===== config.mk =====
export PLATFORM = sky130hd
export DESIGN_NAME = dotted_quad_ipv4_parser
export DESIGN_NICKNAME = d
export VERILOG_FILES = /design/src/hw/rtl/dqip_pkg.sv /design/src/hw/rtl/dotted_quad_ipv4_parser.sv
export VERILOG_INCLUDE_DIRS = /design/src /design/src/hw/rtl
export SDC_FILE = /design/constraint.sdc
export NUM_CORES = 1
export LEC_CHECK = 0
export ABC_AREA = 1
export BUFFER_PORTS_ARGS = -buffer_cell sky130_fd_sc_hd__buf_2
export CAP_MARGIN = 20
export CORE_AREA = 2 2 102 104
export DETAILED_ROUTE_END_ITERATION = 16
export DIE_AREA = 0 0 104 106
export HOLD_SLACK_MARGIN = 0.02
export PLACE_DENSITY_LB_ADDON = 0.08
export REMOVE_ABC_BUFFERS = 1
export SETUP_SLACK_MARGIN = 0.2
export SLEW_MARGIN = 20
export SYNTH_ARGS = -nofsm -noshare
export SYNTH_HDL_FRONTEND = slang
export SYNTH_SLANG_ARGS = --single-unit

===== constraint.sdc =====
create_clock -name clk -period 2.9 [get_ports clk]
set_input_delay 0.435 -clock clk [delete_from_list [all_inputs] [get_ports clk]]
set_output_delay 0.435 -clock clk [all_outputs]
set_load 0.005 [all_outputs]

===== src/hw/rtl/assert_macros.svh =====
// assertion macros included by the parser top level
`ifndef ASSERT_MACROS_SVH
`define ASSERT_MACROS_SVH

// clocked assertion, disabled while reset is asserted
`define ASSERT_CLK(label, clk, rst_n, prop) \
    label: assert property (@(posedge clk) disable iff (!rst_n) prop) \
    else $error("assertion failed");

// implication whose property is checked in the cycle after the condition
`define ASSERT_NEXT(label, clk, rst_n, cond, prop) \
    label: assert property (@(posedge clk) disable iff (!rst_n) (cond) |=> (prop)) \
    else $error("assertion failed");

`endif


===== src/hw/rtl/dqip_pkg.sv =====
// types and constants for the dotted quad address parser
`default_nettype none

package dqip_pkg;

    // parse phase inside one field
    typedef enum logic [1:0] {
        PH_START  = 2'd0,
        PH_SPACE  = 2'd1,
        PH_SIGN   = 2'd2,
        PH_DIGITS = 2'd3
    } phase_t;

    localparam logic [7:0]  CH_NUL   = 8'h00;
    localparam logic [7:0]  CH_DOT   = 8'h2E;
    localparam logic [7:0]  CH_PLUS  = 8'h2B;
    localparam logic [7:0]  CH_MINUS = 8'h2D;
    localparam logic [7:0]  CH_SPACE = 8'h20;
    localparam logic [7:0]  CH_TAB   = 8'h09;
    localparam logic [7:0]  CH_CR    = 8'h0D;
    localparam logic [7:0]  CH_ZERO  = 8'h30;
    localparam logic [7:0]  CH_NINE  = 8'h39;
    localparam logic [8:0]  ACC_SAT  = 9'd256;
    localparam logic [8:0]  OCTET_MAX = 9'd255;
    localparam logic [1:0]  LAST_FIELD = 2'd3;
    localparam logic [31:0] ADDR_INVALID = 32'hFFFF_FFFF;

endpackage

`default_nettype wire


===== src/hw/rtl/dotted_quad_ipv4_parser.sv =====
// dotted quad address parser top level
//
// Input channel: one character per item on ch, qualified by in_valid and
// held off by in_stall. A zero byte ends the address text.
// Output channel: one item per zero byte, valid_res and address, qualified
// by out_valid and held off by out_stall. address packs field one in bits
// 7:0 up to field four in bits 31:24, and is all ones when valid_res is 0.
// A character goes into an input register, then the per-character update
// (whitespace/sign/digit decode, multiply by ten and saturate) runs between
// that register and the state and result registers, so a result is
// registered when its zero byte leaves the input register.
// Throughput: one character per cycle while in_stall is low, set by the single update stage.
// A stalled receiver holds the result; non-zero characters keep flowing,
// and only a zero byte waits in the input register until the result slot
// frees, which then stalls the input side.
// Reset: clears the field state, stored octets and both valid flags.
`default_nettype none

`include "assert_macros.svh"

module dotted_quad_ipv4_parser (
    input  wire logic        clk,
    input  wire logic        rst_n,
    input  wire logic        in_valid,
    output logic             in_stall,
    input  wire logic [7:0]  ch,
    output logic             out_valid,
    input  wire logic        out_stall,
    output logic             valid_res,
    output logic [31:0]      address
);
    import dqip_pkg::*;

    // input register
    logic       s1_valid_reg;
    logic [7:0] s1_ch_reg;

    // parse state
    phase_t     field_phase_reg, field_phase_next;
    logic [1:0] field_index_reg, field_index_next;
    logic       negative_reg, negative_next;
    logic [8:0] acc_reg, acc_next;
    logic [7:0] octet_reg [3];
    logic       failed_reg, failed_next;
    logic       close_field;

    // result register
    logic        out_valid_reg;
    logic        valid_res_reg, valid_res_next;
    logic [31:0] address_reg, address_next;

    logic out_free;
    logic s1_is_nul;
    logic s1_proc;
    logic is_space, is_digit, is_sign, is_dot;
    logic value_ok;
    logic [12:0] acc_mul;

    // handshake control
    assign out_free  = !out_valid_reg || !out_stall;
    assign s1_is_nul = (s1_ch_reg == CH_NUL);
    assign s1_proc   = s1_valid_reg && (!s1_is_nul || out_free);
    assign in_stall  = s1_valid_reg && !s1_proc;

    // character classes
    assign is_space = (s1_ch_reg == CH_SPACE) ||
                      (s1_ch_reg >= CH_TAB && s1_ch_reg <= CH_CR);
    assign is_digit = (s1_ch_reg >= CH_ZERO) && (s1_ch_reg <= CH_NINE);
    assign is_sign  = (s1_ch_reg == CH_PLUS) || (s1_ch_reg == CH_MINUS);
    assign is_dot   = (s1_ch_reg == CH_DOT);
    assign value_ok = (acc_reg <= OCTET_MAX) && !(negative_reg && acc_reg != 9'd0);

    // accumulate one digit: acc * 10 + digit
    assign acc_mul = {1'b0, acc_reg, 3'b000} + {3'b000, acc_reg, 1'b0}
                   + {9'd0, s1_ch_reg[3:0]};

    // next parse state
    always_comb
    begin
        field_phase_next = field_phase_reg;
        field_index_next = field_index_reg;
        negative_next    = negative_reg;
        acc_next         = acc_reg;
        failed_next      = failed_reg;
        close_field      = 1'b0;
        if (s1_is_nul)
        begin
            field_phase_next = PH_START;
            field_index_next = 2'd0;
            negative_next    = 1'b0;
            acc_next         = 9'd0;
            failed_next      = 1'b0;
        end
        else if (!failed_reg)
        begin
            unique case (field_phase_reg)
                PH_START, PH_SPACE:
                begin
                    if (is_space)
                        field_phase_next = PH_SPACE;
                    else if (is_sign)
                    begin
                        negative_next    = (s1_ch_reg == CH_MINUS);
                        field_phase_next = PH_SIGN;
                    end
                    else if (is_digit)
                    begin
                        acc_next = (acc_mul > {4'd0, ACC_SAT}) ? ACC_SAT : acc_mul[8:0];
                        field_phase_next = PH_DIGITS;
                    end
                    else if (is_dot && field_phase_reg == PH_START &&
                             field_index_reg != LAST_FIELD)
                        close_field = 1'b1;
                    else
                        failed_next = 1'b1;
                end
                PH_SIGN:
                begin
                    if (is_digit)
                    begin
                        acc_next = (acc_mul > {4'd0, ACC_SAT}) ? ACC_SAT : acc_mul[8:0];
                        field_phase_next = PH_DIGITS;
                    end
                    else
                        failed_next = 1'b1;
                end
                PH_DIGITS:
                begin
                    if (is_digit)
                        acc_next = (acc_mul > {4'd0, ACC_SAT}) ? ACC_SAT : acc_mul[8:0];
                    else if (is_dot && field_index_reg != LAST_FIELD && value_ok)
                        close_field = 1'b1;
                    else
                        failed_next = 1'b1;
                end
                default:
                    failed_next = 1'b1;
            endcase
            if (close_field)
            begin
                field_index_next = field_index_reg + 2'd1;
                field_phase_next = PH_START;
                negative_next    = 1'b0;
                acc_next         = 9'd0;
            end
        end
    end

    // result at the zero byte
    always_comb
    begin
        logic       ok;
        logic [7:0] last;
        ok   = !failed_reg && (field_index_reg == LAST_FIELD);
        last = 8'd0;
        if (ok)
        begin
            if (field_phase_reg == PH_DIGITS)
            begin
                ok   = value_ok;
                last = acc_reg[7:0];
            end
            else if (field_phase_reg != PH_START)
                ok = 1'b0;
        end
        valid_res_next = ok;
        address_next   = ok ? {last, octet_reg[2], octet_reg[1], octet_reg[0]}
                            : ADDR_INVALID;
    end

    // input register
    always_ff @(posedge clk or negedge rst_n)
    begin
        if (!rst_n)
            s1_valid_reg <= 1'b0;
        else if (!in_stall)
            s1_valid_reg <= in_valid;
    end

    always_ff @(posedge clk)
    begin
        if (in_valid && !in_stall)
            s1_ch_reg <= ch;
    end

    // parse state registers
    always_ff @(posedge clk or negedge rst_n)
    begin
        if (!rst_n)
        begin
            field_phase_reg <= PH_START;
            field_index_reg <= 2'd0;
            negative_reg    <= 1'b0;
            acc_reg         <= 9'd0;
            failed_reg      <= 1'b0;
            for (int i = 0; i < 3; i++)
                octet_reg[i] <= 8'd0;
        end
        else if (s1_proc)
        begin
            field_phase_reg <= field_phase_next;
            field_index_reg <= field_index_next;
            negative_reg    <= negative_next;
            acc_reg         <= acc_next;
            failed_reg      <= failed_next;
            for (int i = 0; i < 3; i++)
            begin
                if (s1_is_nul)
                    octet_reg[i] <= 8'd0;
                else if (close_field && field_index_reg == 2'(i))
                    octet_reg[i] <= acc_reg[7:0];
            end
        end
    end

    // result registers
    always_ff @(posedge clk or negedge rst_n)
    begin
        if (!rst_n)
            out_valid_reg <= 1'b0;
        else if (out_free)
            out_valid_reg <= s1_proc && s1_is_nul;
    end

    always_ff @(posedge clk)
    begin
        if (out_free && s1_proc && s1_is_nul)
        begin
            valid_res_reg <= valid_res_next;
            address_reg   <= address_next;
        end
    end

    assign out_valid = out_valid_reg;
    assign valid_res = valid_res_reg;
    assign address   = address_reg;

    // checks
    `ASSERT_CLK(a_invalid_all_ones, clk, rst_n,
        (out_valid_reg && !valid_res_reg) |-> (address_reg == ADDR_INVALID))
    `ASSERT_NEXT(a_nul_resets_state, clk, rst_n, (s1_proc && s1_is_nul),
        (field_index_reg == 2'd0 && !failed_reg && acc_reg == 9'd0))
    `ASSERT_CLK(a_stall_needs_item, clk, rst_n,
        in_stall |-> (s1_valid_reg && s1_is_nul && out_valid_reg))
    `ASSERT_CLK(a_acc_saturated, clk, rst_n, acc_reg <= ACC_SAT)

endmodule

`default_nettype wire

# Yosys cells after proc, flatten, opt, wreduce, memory -nomap -nowiden
# Cells that the tools add are included.
dict set report classes {
  n_mux 56
  n_eq_ne 15
  bitwise 0
  n_reduce_logical 50
  div 0
  n_shift 0
  add_sub_neg 3
  multipliers 0
  n_lt_le_gt_ge 6
}
# operator n
set ops {}
lappend ops {{$mux 8} 8}
lappend ops {{$mux 9} 7}
lappend ops {{$eq 8x6->1 const B} 4}
lappend ops {{$mux 1} 28}
lappend ops {{$logic_and 1x1->1} 18}
lappend ops {{$mux 2} 9}
lappend ops {{$pmux 9 s2} 1}
lappend ops {{$add 12x10->13} 1}
lappend ops {{$add 13x4->13} 1}
lappend ops {{$gt 13x9->1 const B} 1}
lappend ops {{$reduce_bool 2->1} 5}
lappend ops {{$le 9x8->1 const B} 1}
lappend ops {{$reduce_bool 9->1} 1}
lappend ops {{$eq 2x2->1 const B} 4}
lappend ops {{$ge 8x4->1 const B} 1}
lappend ops {{$ge 8x6->1 const B} 1}
lappend ops {{$le 8x4->1 const B} 1}
lappend ops {{$le 8x6->1 const B} 1}
lappend ops {{$logic_not 8->1} 1}
lappend ops {{$ne 4x4->1 const B} 2}
lappend ops {{$logic_not 1->1} 7}
lappend ops {{$reduce_and 2->1} 3}
lappend ops {{$reduce_and 3->1} 2}
lappend ops {{$reduce_bool 3->1} 2}
lappend ops {{14 further kinds} 20}
dict set report totals {
  rom_bits 0
  input_bits 12
  n_memories 0
  latchBits 0
  ram_bits 0
  output_inout_bits 35
  word_cells 143
  ff_bits 82
}

# Depth between registers and ports, before layout
dict set report logic_depth {
  ltp_word 15
  ltp_mapped 16
}

# Worst setup path before layout
# Ideal clock, no wire load.
dict set report synth_timing {
  kind {flip-flop to flip-flop}
  start {reg acc_reg[0]}
  end {reg acc_reg[0]}
  slack_ns 0.399
  arrival_ns 2.425
  path_buffers 0
  path_stages_with_launch 14
  synth_period_minus_slack_ns 2.501
  setup_ns 0.077
  cell_sequence {dfrtp_1 inv_1 fa_1 fa_1 nand3b_1 nand2_2 nand2_2 nand2_1 nand2_1 nand2_1 nand2_1 nor2_2 nand3_1 o21ai_1}
}
dict set report synth_via {
  elab_chain_cells 13
  elab_cells_between_ends 25
}
# element line_no
set synth_lines {}
lappend synth_lines {{start: declaration} dotted_quad_ipv4_parser.sv:42} ;# logic [8:0] acc_reg, acc_next;
lappend synth_lines {{start signal: assignment} dotted_quad_ipv4_parser.sv:204} ;# acc_reg <= acc_next;
lappend synth_lines {{parallel branches: the longest is 13 deep, another holds $add 12x10->13} -}
# Parallel ways; which one is timed is not known. The select of a mux whose other input is x is not followed.
# A chain may end at the register's enable or synchronous reset.

# Final worst setup path
dict set report layout_timing {
  start {reg s1_ch_reg[3]}
  end {reg acc_reg[7]}
}
dict set report layout_via {
  elab_chain_cells 13
  elab_cells_between_ends 43
}
# element line_no
set layout_lines {}
lappend layout_lines {{start: declaration} dotted_quad_ipv4_parser.sv:36} ;# logic [7:0] s1_ch_reg;
lappend layout_lines {{start signal: assignment} dotted_quad_ipv4_parser.sv:183} ;# s1_ch_reg <= ch;
lappend layout_lines {{parallel branches: the longest is 13 deep, another holds $add 13x4->13} -}
# Parallel ways; which one is timed is not known. The select of a mux whose other input is x is not followed.

==> metrics.md <==
| Metric | Value |
|---|---|
| Final setup vio count | `0` |
| Htree depth | `3` |
| Mapped cell area | `0.00417 mm²` |
| Initial antenna violation count | `0` |
| Power Density | `around 460 mW/mm²` |
| Post-DRT Antenna Nets | `0` |
| Leak | `2.18 nW` |
| Num CTS Buffers | `9` |
| Tot Pwr | `0.00220 W` |
| R2r setup slk | `just under 0.4 ns` |
| Final TNS setup | `0 ns` |
| Non-Filler Instances | `641` |
| I/O pin count | `47` |
| Global route overflow | `0` |
| Nets | `536` |
| Initial DRC Count | `slightly below 90` |
| CTS max path bufs | `2` |
| Number of cells after detailed placement | `622` |
| Met2 Use GR | `around a quarter` |
| Max Cap Violations | `0` |
| Post-Syn Instances | `438` |
| WL per Instance | `13.0 µm` |
| GRT Overall Usage | `16.2%` |
| Synth top area share | `between 20% and 30%` |
| First-pass GRT wire length | `14.1 mm` |
| Die area | `0.0110 mm²` |
| RR Startpoint | `s1_ch_reg[3]$_DFFE_PP_` |
| Finished Cell Area | `0.00484 mm²` |
| Setup crit end kind | `flop` |
| CP max-delay cell | `fa_2` |
| ANT cells | `0` |
| Worst VDD drop | `around 0.00023 V` |
| F_max | `0.399 GHz` |
| Vias per std cell | `4.68` |
| Critical Path RT | `3.17 ns` |
| Crit path DAT | `2.78 ns` |
| Status | `finished, final reports clean` |
| Cells along the critical path | `inv_2 > fa_2 > fa_2 > nand3b_1 > nand2_2 > nand2_2 > nand2_1 > nand2_1 > nand2_1 > nand2_1 > nor2_4 > nand3_1 > o21ai_1` |
| Initial Util | `41.7%` |
| Largest net degree at the start of global routing | `42` |
| GR peak layer | `met2` |
| Crit-path max cell delay | `0.47 ns` |
| Std cell rows | `37` |
| Period minus WS final | `~2.5 ns` |
| Clk_skew | `0.0138 ns` |
| Met1 GRT Util | `22.3%` |
| Via count | `3000` |
| Reg2Reg Depth | `13` |
| Pins over their slew limit | `0` |
| Register clock-pin slew on the reported worst setup and hold paths | `~0.08 ns` |
| Worst R2R End | `acc_reg[7]$_DFFE_PN0P_` |
| Skew-Pair Late Insertion Delay | `about 0.35 ns` |
| Die width | `about 100 µm` |
| CP Launch Type | `flop` |
| Min-delay worst type | `in2async` |
| Share of cells above drive strength 1 | `roughly a fifth` |
| Worst Tran Pin Value | `around 0.95 ns` |
| Register area share after synthesis | `54.1%` |
| Number of remaining DRC errors | `0` |
| DIE HEIGHT | `106 µm` |
| Relative slew slack | `36.9%` |
| Area of placed instances | `about 0.0046 mm²` |
| Hpwl dp | `about 6 mm` |
| Final period util | `86.5%` |
| Worst Setup SP | `s1_ch_reg[3]$_DFFE_PP_` |
| RSZ-0062 raised after global routing | `false` |
| Max FFs per register | `32` |
| Post-CTS Hold Buffers | `0` |
| Final hold vios | `0` |
| Post-synth top area cell | `edfxtp_1` |
| GPL Wtd Cong | `0.814` |
| Core footprint | `0.0100 mm²` |
| CTS Sinks | `slightly above 80` |
| Critical path type | `reg2reg` |
| Syn avg cell area | `around 9.5 µm²` |
| Clk root buf | `clkbuf_8` |
| IO buf count | `46` |
| CP max FO | `8` |
| Final WL | `about 8.4 mm` |
| Most frequent CP cell | `nand2_1` |
| TritonRoute pass-1 iters | `4` |
| Synth Register Bits | `82` |
| Vias in the first global route | `2871` |
| Synth area leaders | `edfxtp_1 (30%), dfrtp_1 (25%), nand2_1 (8.6%)` |
| CTS tree | `yes` |
| Synthesis-to-layout area growth | `16.1%` |
| Yosys warns | `0` |
| Synth unique cells | `33` |
| M3 GR Usage | `3.13%` |
worst max-delay path, delay by kind of cell, from the launching register on:
kind / cells / cell delay, ns
buffers and inverters: 1 / 0.12
adder cells (fa/ha/maj): 2 / 0.86
AND/OR/NAND/NOR: 9 / 0.88
AO/OA/AOI/OAI: 1 / 0.13
flip-flops: 1 / 0.42
through the flow:
stage               utilization (%)  setup slack [ns]  hold WS, ns
floorplan                         -             0.399        0.139
global placement               46.0             0.225        0.468
CTS                            47.8             0.233        0.233
finish                         48.4             0.391        0.220
detailed placement             46.0             0.186        0.478
global route                   48.4             0.203        0.236
cell type report:
class	instances	area, µm²
clock buffers	10	128
inverters	82	309
repair buffers	56	305
fillers	1001	5160
multi-input cells	270	1610
well taps	136	170
clock inverters	5	56.3
flip-flops and latches	82	2260
placed cells by master (no fill, tap or decap), types with 2 or more instances in the layout:
cell type / count
a21oi_1: 9
clkinv_2: 3
clkbuf_8: 9
fa_2: 2
inv_2: 5
nor3_1: 4
buf_2: 46
nand2_2: 9
buf_4: 10
o21ai_1: 10
o21ai_2: 2
nor2_4: 2
nand3_2: 4
o22ai_1: 27
nand3_1: 32
nand2_1: 94
nand3b_1: 3
edfxtp_1: 41
o21ai_0: 12
nor2_2: 3
nand2_4: 4
inv_1: 76
dfrtp_1: 41
nand4_4: 3
nor2_1: 20
ha_1: 21
xnor2_1: 2
routing by layer:
metal | share of wire (%) | up-vias
met1 | 49 | 1366
met3 | 3.4 | 10
met4 | 1.3 | 0
met2 | 46 | 57
met5 | 0 | -
li1 | - | 1567
synth_stat cells:
library cell,number
nand2_2,7
o21ai_1,11
a21boi_0,1
edfxtp_1,41
nand2_4,4
nand4_1,1
o21ai_2,1
nand3_1,34
clkbuf_1,1
nand2_1,96
nor2_4,1
fa_1,2
nand3b_1,3
nand4_4,3
nand3_4,1
nor2_1,20
dfrtp_1,41
o22ai_1,27
o21ai_0,12
a21oi_1,9
nor3_1,4
xor2_1,1
inv_1,77
inv_2,4
nand3_2,2
clkinv_2,1
or2_1,1
nor2_2,4
xnor2_1,2
a21oi_4,1
buf_2,3
ha_1,21
and2_1,1
cells by family (layout without fill, tap and decap cells):
group           after synthesis  after routing  share of synthesized area, %
xor+xnor                      3              3                         0.630
simple gates                182            182                          21.4
flops                        82             82                          54.1
compound gates               62             62                          8.67
buf+inv                      86            153                          7.86
fa+ha+maj                    23             23                          7.26
report_power, final:
group	switching (W)	leakage (nW)	internal [W]
combinational	0.0000813	1.38	0.0000467
clock	0.000403	0.0921	0.000392
sequential	0.0000168	0.706	0.00126
total	0.000501	2.18	0.00170
timing repair:
action,4_1_cts,5_1_grt
pin swaps,0,5
endpoints found under the setup margin,8,8
buffers inserted,0,4
gates resized for setup,1,8
worst max path at each step:
stage / endpoint / slack (ns)
3_3_place_gp: acc_reg[3]$_DFFE_PN0P_ / 0.22
3_5_place_dp: acc_reg[7]$_DFFE_PN0P_ / 0.19
5_1_grt: acc_reg[3]$_DFFE_PN0P_ / 0.20
2_1_floorplan: acc_reg[0]$_DFFE_PN0P_ / 0.40
4_1_cts: acc_reg[7]$_DFFE_PN0P_ / 0.23
6_report: acc_reg[7]$_DFFE_PN0P_ / 0.39
Power figures use the tool's default switching activity.
